**config.mk**
```make
export PLATFORM = sky130hd
export DESIGN_NAME = slwc_ram
export DESIGN_NICKNAME = d
export VERILOG_FILES = /design/src/design/slwc_ram.sv
export SDC_FILE = /design/constraint.sdc
export NUM_CORES = 1
export LEC_CHECK = 0
export BUFFER_PORTS_ARGS = -buffer_cell sky130_fd_sc_hd__buf_2
export CAP_MARGIN = 20
export CORE_ASPECT_RATIO = 1.2
export CORE_MARGIN = 2
export CORE_UTILIZATION = 40
export DETAILED_ROUTE_END_ITERATION = 6
export PLACE_DENSITY = 0.64
export SLEW_MARGIN = 20
export SYNTH_ARGS = -nofsm -noshare
export SYNTH_HDL_FRONTEND = slang
export SYNTH_SLANG_ARGS = --single-unit
```
**constraint.sdc**
```tcl
create_clock -name clk -period 4.5 [get_ports clk]
set_clock_uncertainty 0.1 [all_clocks]
set_input_delay 0 -clock clk [delete_from_list [all_inputs] [get_ports clk]]
set_output_delay 0 -clock clk [all_outputs]
set_load 0.01 [all_outputs]
```
**src/design/slwc_ram.sv**
```systemverilog
// Generic single-write, single-read RAM with registered read data.
module slwc_ram #(
	parameter int WIDTH = 8,
	parameter int DEPTH = 16
) (
	input  logic clk,
	input  logic we,
	input  logic [((DEPTH > 1) ? $clog2(DEPTH) : 1)-1:0] waddr,
	input  logic [WIDTH-1:0] wdata,
	input  logic re,
	input  logic [((DEPTH > 1) ? $clog2(DEPTH) : 1)-1:0] raddr,
	output logic [WIDTH-1:0] rdata
);
	logic [WIDTH-1:0] mem [DEPTH];

	always_ff @(posedge clk) begin
		if (we) begin
			mem[waddr] <= wdata;
		end
		if (re) begin
			rdata <= mem[raddr];
		end
	end
endmodule

```
==> key figures, run 1 <==
Synth
  – Average footprint of a synthesized cell: 22.8 um2
  – Post-Synthesis Net Count: approximately 250
  – Share of synthesized cell area in full adder, half adder and majority cells: 0%
  – Simple-gate area share of the yosys netlist: approximately 3.1%
  – Portion of the post-synthesis area used by sequential elements: 78.1%
  – Area share of xor/xnor cells in the synthesized design: 0%
  – Synthesized netlist cell count: between 200 and 250
  – Number of distinct library cells after synthesis: 18
  – Post-synthesis compound-gate area fraction: between 2 and 2.5%
  – Yosys warnings: 0
  – Post-synthesis instance area: ~5200 um2
  – Leading cell types by total area after synthesis: sky130_fd_sc_hd__edfxtp_1 (78%), sky130_fd_sc_hd__mux4_2 (7.8%), sky130_fd_sc_hd__mux4_1 (7.0%), sky130_fd_sc_hd__a22oi_1 (2.3%), sky130_fd_sc_hd__nor2_1 (0.93%)
  – Register bit count reported by yosys: 136
  – Post-synthesis cell type with the largest combined area: sky130_fd_sc_hd__edfxtp_1
  – Largest family of logic cells by synthesized area: multiplexers
  – Share of cell area taken by muxes after synthesis: about 15%
  – Portion of synthesized cell area occupied by the leading cell type: around 80%

Power
  – Leakage: around 2 nW
  – Max rail drop VDD: 0.240 mV
  – P per Cell Area: between 400 and 500 nW/um2

Routing
  – Remaining DRCs: 0
  – Detail Route Antenna Nets: 0
  – Vias per Instance: 5.42
  – Wire length reported by the detailed router: 10,300 um
  – Overall via count from detail_route: around 2,500
  – Violation count after the first detailed-routing iteration: between 150 and 200
  – DR pass1 iterations: 4
  – Routed length per placed instance: about 23 um

Floorplanning
  – Die Outline Area: around 14,000 um2
  – Ports: 27
  – Die height: 129 um
  – Die width: around 110 um
  – Core area: ~13,000 um2
  – Effective utilization at floorplan: a little over 40%
  – Count of standard-cell rows: 45

Global routing
  – Overall routing resource usage: 15.8%
  – Antenna violations before repair: 0
  – Vias in the first global route: about 2,500
  – Total gr overflow: 0
  – First-pass GRT wire length: 15,200 um
  – Pin count of the biggest net entering global routing: 33

Final layout
  – Final core occ: 48.2%
  – Post-Layout Cell Count: approximately 460
  – Top library cells by usage in the layout, fill and taps aside: sky130_fd_sc_hd__edfxtp_1 (136), sky130_fd_sc_hd__buf_2 (25), sky130_fd_sc_hd__mux4_2 (18)
  – Filler cell count in the final layout: roughly 1,100
  – Number of nets in the final layout: ~300
  – Area of the multi-input gates: around 1100 um2
  – Layout Area Growth over Synthesis: 17.3%
  – Fraction of final layout cells with drive strength greater than 1: between 20% and 30%
  – FF/Latch Area: approximately 4000 um2
  – Leading cell type in the layout, fill and taps excluded: sky130_fd_sc_hd__edfxtp_1
  – Antenna fix cells: 0
  – Cell area after layout: 6130 um2

STA
  – Minimum period implied by the final worst setup slack: approximately 1.8 ns
  – Max-slew violation count: 0
  – Final TNS setup: 0 ns
  – Part of the cycle the worst path needs: between 30% and 40%
  – Unrepaired setup endpoints after global routing: false
  – Max Fclk: 0.567 GHz
  – Max transition margin: 32.4%
  – # setup viols final: 0
  – Final-layout worst hold slack: about 0.13 ns
  – Total count of hold-check failures in the final report: 0
  – Least-Margin Pin Slew: approximately 1.0 ns

Critical path
  – Critical path fanouts, max: 8
  – Worst Reg-to-Reg Cells: 3
  – Critical path class: in2reg
  – Endpoint type of the worst setup path: flip-flop
  – Startpoint class of the critical path: primary input
  – Arr. time, crit path: between 1.5 and 2 ns
  – CP Data Required Time: approximately 4.4 ns

CTS
  – Clock Tree Buf Depth: 2
  – Clock net sink count: 136
  – Clock tree from TritonCTS: done
  – Number of H-tree levels: 4
  – CTS Root Buffer Type: sky130_fd_sc_hd__clkbuf_16
  – CTS resizes: 0
  – Clock Latency Late Sink: 0.41 ns
  – Clock transition at path regs: ~0.05 ns
  – Number of clock buffers inserted by TritonCTS: 17

Status
  – Result of the run: finished, final reports clean

Place
  – Post-detail-place hpwl: ~6300 um
  – Routability congestion estimate: just over 0.7
  – Placed Area: 5510 um2
  – # port buffers: 26
  – Cell Count Post-Placement: roughly 410

Run
  – Number of max-capacitance violations reported: 0

Hold path
  – Type of the worst min-delay path: in2reg
  – Hold path depth: 3
==> kinds of logic after synthesis <==
family / after synthesis
buffers and inverters: 10
AOI/OAI and AO/OA: 16
and+or+nand+nor: 35
muxes: 32
DFF: 136
==> final timing paths <==
check	start	endpoint	slack [ns]
worst min register to register	mem[11][4]	rdata[4]	0.65
worst max register to register	mem[1][1]	rdata[1]	2.84
worst min-delay path	waddr[2]	mem[4][6]	0.13
worst max-delay path	waddr[0]	mem[6][5]	2.74
==> sequential cells by signal, summed over array words and instances, names as in the netlist <==
signal,count
rdata,8
mem,128
==> synth_stat cells, drive strengths merged <==
| cell | n |
|---|---|
| edfxtp | 136 |
| mux4 | 32 |
| a22oi | 16 |
| nor2 | 13 |
| nand2 | 9 |
| buf | 7 |
| nor3 | 4 |
| clkdlybuf4s25 | 3 |
| nand2b | 2 |
| nand3b | 2 |
| and2 | 1 |
| and2b | 1 |
| nand3 | 1 |
| nor2b | 1 |
| or3b | 1 |
==> through the flow <==
stage               setup WS, ns  total power [mW]
floorplan                   2.91              1.53
global placement            2.18              1.59
detailed placement          2.18              1.59
CTS                         2.61              2.79
global route                2.67              2.86
finish                      2.74              2.78
==> critical path, cell delays in order <==
cell and delay, ns:
sky130_fd_sc_hd__dlygate4sd3_1 0.53, sky130_fd_sc_hd__buf_2 0.17, sky130_fd_sc_hd__nand2b_1 0.20, sky130_fd_sc_hd__nor2_1 0.78
==> layout make-up <==
| cell class | count | share of cell area, % |
|---|---|---|
| Tap cell | 164 | 3.35 |
| Timing Repair Buffer | 42 | 4.61 |
| Multi-Input combinational cell | 83 | 17.2 |
| Sequential cell | 136 | 66.6 |
| Clock inverter | 6 | 0.857 |
| Clock buffer | 24 | 7.36 |
==> per-layer routing <==
metal | vias up | global-route usage (%) | share of wire (%)
li1 | 1081 | - | -
met1 | 1283 | 22.0 | 44
met2 | 91 | 24.3 | 48
met3 | 11 | 4.23 | 5.7
met4 | 0 | 5.66 | 1.4
met5 | - | 0 | 0
==> where the power goes <==
part / total [mW] / switching (mW) / internal [mW]
sequential: 1.44 / 0.00768 / 1.43
combinational: 0.134 / 0.0774 / 0.0563
clock: 1.21 / 0.464 / 0.746
total: 2.78 / 0.549 / 2.23
==> what timing repair did <==
item	in CTS	in global routing
setup buffers	0	0
endpoints found under the hold margin	142	0
hold buffers	12	0
(Power assumes the default switching activity.)
==> run 2, diff against run 1 <==
ABC_AREA = 1   (was not set)
PLACE_DENSITY = 0.66   (was 0.64)
clock period = 1.57 ns   (was 4.5 ns; I/O delays follow)
==> key figures, run 2 <==
Synth
  – Most frequent cells after synthesis: sky130_fd_sc_hd__nand2_1 (173), sky130_fd_sc_hd__edfxtp_1 (136), sky130_fd_sc_hd__inv_1 (100)
  – Leading cell types by total area after synthesis: sky130_fd_sc_hd__edfxtp_1 (70%), sky130_fd_sc_hd__nand2_1 (11%), sky130_fd_sc_hd__nand3_1 (8.3%), sky130_fd_sc_hd__inv_1 (6.4%), sky130_fd_sc_hd__buf_6 (1.2%)
  – Yosys warnings: 0
  – Portion of the post-synthesis area used by sequential elements: 69.8%
  – Post-synth EDFFs: roughly 140
  – Post-synthesis instance area: roughly 6000 um2
  – Synthesized netlist cell count: roughly 550
  – Number of distinct library cells after synthesis: 11
  – Async set or reset register ratio after synthesis: 0%
  – Leading cell type by number of instances after synthesis: sky130_fd_sc_hd__nand2_1
  – Register bit count reported by yosys: approximately 140
  – Post-synthesis cell type with the largest combined area: sky130_fd_sc_hd__edfxtp_1
  – Post-Synthesis Net Count: 570
  – Average footprint of a synthesized cell: about 11 um2
  – Top FF cell, synth: sky130_fd_sc_hd__edfxtp_1
  – Portion of synthesized cell area occupied by the leading cell type: a little over two thirds

STA
  – Part of the cycle the worst path needs: 86.3%
  – Max Fclk: roughly 0.74 GHz
  – Total count of hold-check failures in the final report: 0
  – # setup viols final: 0
  – Minimum period implied by the final worst setup slack: about 1.4 ns
  – Max-slew violation count: 0
  – Least-Margin Pin Slew: roughly 0.64 ns
  – Max transition margin: between 50% and 60%
  – Final TNS setup: 0 ns
  – PnR worst setup slack: approximately 0.22 ns
  – Unrepaired setup endpoints after global routing: false

Place
  – # port buffers: 26
  – Routability congestion estimate: between 0.8 and 0.9
  – Post-detail-place hpwl: 8270 um
  – Cell Count Post-Placement: 752
  – Dpl ws: between 0.1 and 0.15 ns

Critical path
  – Worst Reg-to-Reg Cells: 6
  – Reg-to-Reg Start: mem[7][0]
  – Most numerous cell on the critical path: sky130_fd_sc_hd__nand3_1
  – Critical path fanouts, max: 1
  – Crit path max-delay cell type: sky130_fd_sc_hd__edfxtp_1
  – Critical path class: reg2reg
  – Register-to-register setup slack: 0.22 ns
  – Sequence of cells on the critical path: inv_1, nand2_1, nand3_1, nand3_1, nand3_1, nand2_1
  – Arr. time, crit path: 1.42 ns
  – Startpoint class of the critical path: flip-flop
  – Endpoint type of the worst setup path: flip-flop
  – CP Data Required Time: between 1.5 and 2 ns
  – Crit-path max cell delay: about 0.37 ns
  – Endpoint of the lowest-slack register-to-register path: rdata[0]

Floorplanning
  – Count of standard-cell rows: 48
  – Core area: 14,400 um2
  – Die height: between 100 and 150 um
  – Effective utilization at floorplan: between 40% and 50%
  – Die Outline Area: 15,600 um2
  – Die width: 114 um
  – Ports: 27

Power
  – Final total power: 8.72 mW
  – P per Cell Area: around 1300 nW/um2
  – Leakage: between 3 and 4 nW
  – Max rail drop VDD: about 0.54 mV

Global routing
  – First-pass GRT wire length: 21,000 um
  – Antenna violations before repair: 0
  – Vias in the first global route: 3,897
  – Total gr overflow: 0
  – Pin count of the biggest net entering global routing: 39
  – Overall routing resource usage: between 10% and 20%

Final layout
  – Top library cells by usage in the layout, fill and taps aside: sky130_fd_sc_hd__nand2_1 (173), sky130_fd_sc_hd__edfxtp_1 (136), sky130_fd_sc_hd__inv_1 (100)
  – Leading cell type in the layout, fill and taps excluded: sky130_fd_sc_hd__nand2_1
  – Fraction of final layout cells with drive strength greater than 1: between 10 and 15%
  – Post-Layout Cell Count: 793
  – Number of nets in the final layout: 625
  – Register containing the most flip-flops in the final layout: mem
  – Antenna fix cells: 0
  – Filler cell count in the final layout: between 1,000 and 1,500
  – Largest regs: mem: 128 flops, rdata: 8 flops
  – Layout Area Growth over Synthesis: 18.7%
  – Largest register FFs: 128

Routing
  – Violation count after the first detailed-routing iteration: 287
  – Vias per Instance: between 4 and 5
  – Routed length per placed instance: 16.7 um
  – Wire length reported by the detailed router: about 13,000 um
  – DR pass1 iterations: 7
  – Remaining DRCs: 0
  – Detail Route Antenna Nets: 0
  – Overall via count from detail_route: approximately 3,900

Hold path
  – Min-delay src: we
  – Capture endpoint of the worst hold path: mem[2][6]
  – Type of the worst min-delay path: in2reg
  – Hold path depth: 4

CTS
  – CTS Root Buffer Type: sky130_fd_sc_hd__clkbuf_16
  – Number of clock buffers inserted by TritonCTS: 17
  – Clock net sink count: around 140
  – Clock tree from TritonCTS: done
  – Clock Latency Late Sink: around 0.42 ns
  – Number of H-tree levels: 4
  – Clock Tree Buf Depth: 2
  – Clock transition at path regs: roughly 0.060 ns
  – CTS resizes: 0

Run
  – Number of max-capacitance violations reported: 0

Status
  – Result of the run: finished, final reports clean
run 2: changes by cell type after synthesis, sizes merged, moves of 2 or more:
| cell | change |
|---|---|
| nand2 | +164 |
| inv | +102 |
| nand3 | +96 |
| mux4 | -32 |
| buf | +17 |
| a22oi | -16 |
| nor2 | +4 |
| nor3 | -4 |
| clkdlybuf4s25 | -3 |
| nand2b | -2 |
run 2: cell type report:
| cell class | instances | area [um2] | share of cell area [%] |
|---|---|---|---|
| Tap cell | 175 | 219 | 3.15 |
| Clock inverter | 14 | 180 | 2.60 |
| Inverter | 102 | 383 | 5.52 |
| Sequential cell | 136 | 4080 | 58.8 |
| Multi-Input combinational cell | 289 | 1210 | 17.5 |
| Clock buffer | 17 | 425 | 6.13 |
| Timing Repair Buffer | 60 | 435 | 6.27 |
run 2: per-layer routing:
layer | part of all wire (%) | vias to the layer above | global-route usage, %
met2 | 48 | 130 | 29.7
met1 | 43 | 1814 | 23.3
met5 | 0 | - | 0
met4 | 4.4 | 0 | 10.4
met3 | 4.9 | 31 | 4.06
li1 | - | 1888 | -
run 2: stage by stage:
stage	area, um2	util (%)	hold WS [ns]
finish	6940	48.4	0.102
global route	6940	48.4	0.133
CTS	6940	48.4	0.0975
detailed placement	6230	43.4	0.280
global placement	6230	43.4	0.272
floorplan	5850	-	-0.00113
run 2: power by group:
group | internal [mW] | switching (mW) | total (mW)
registers | 4.09 | 0.0226 | 4.11
logic | 0.166 | 0.362 | 0.527
clock network | 2.63 | 1.45 | 4.08
total | 6.89 | 1.83 | 8.72
run 2: worst max-delay path by stage:
| stage | startpoint | endpoint | slack, ns | cells after the start |
|---|---|---|---|---|
| after global placement | raddr[1] | rdata[7] | 0.22 | 6 |
| after global routing | mem[0][7] | rdata[7] | 0.16 | 6 |
| after CTS | mem[7][0] | rdata[0] | 0.26 | 6 |
| after floorplan | waddr[2] | mem[10][0] | 0.52 | 2 |
| after detailed placement | raddr[1] | rdata[7] | 0.15 | 6 |
| final | mem[7][0] | rdata[0] | 0.22 | 6 |
run 2: cells by family after synthesis:
| group | share of synthesized area (%) |
|---|---|
| buffers and inverters | 9.39 |
| flip-flops | 69.8 |
| AND/OR/NAND/NOR | 20.8 |
run 2: worst max-delay path, delay by kind of cell, from the launching register on:
kind | cells | cell delay, ns
simple gates | 5 | 0.57
flops | 1 | 0.37
buf+inv | 1 | 0.06
run 2: what timing repair did:
item | CTS | global route
setup buffers | 0 | 0
hold endpoints to repair | 142 | 0
hold buffers | 10 | 0
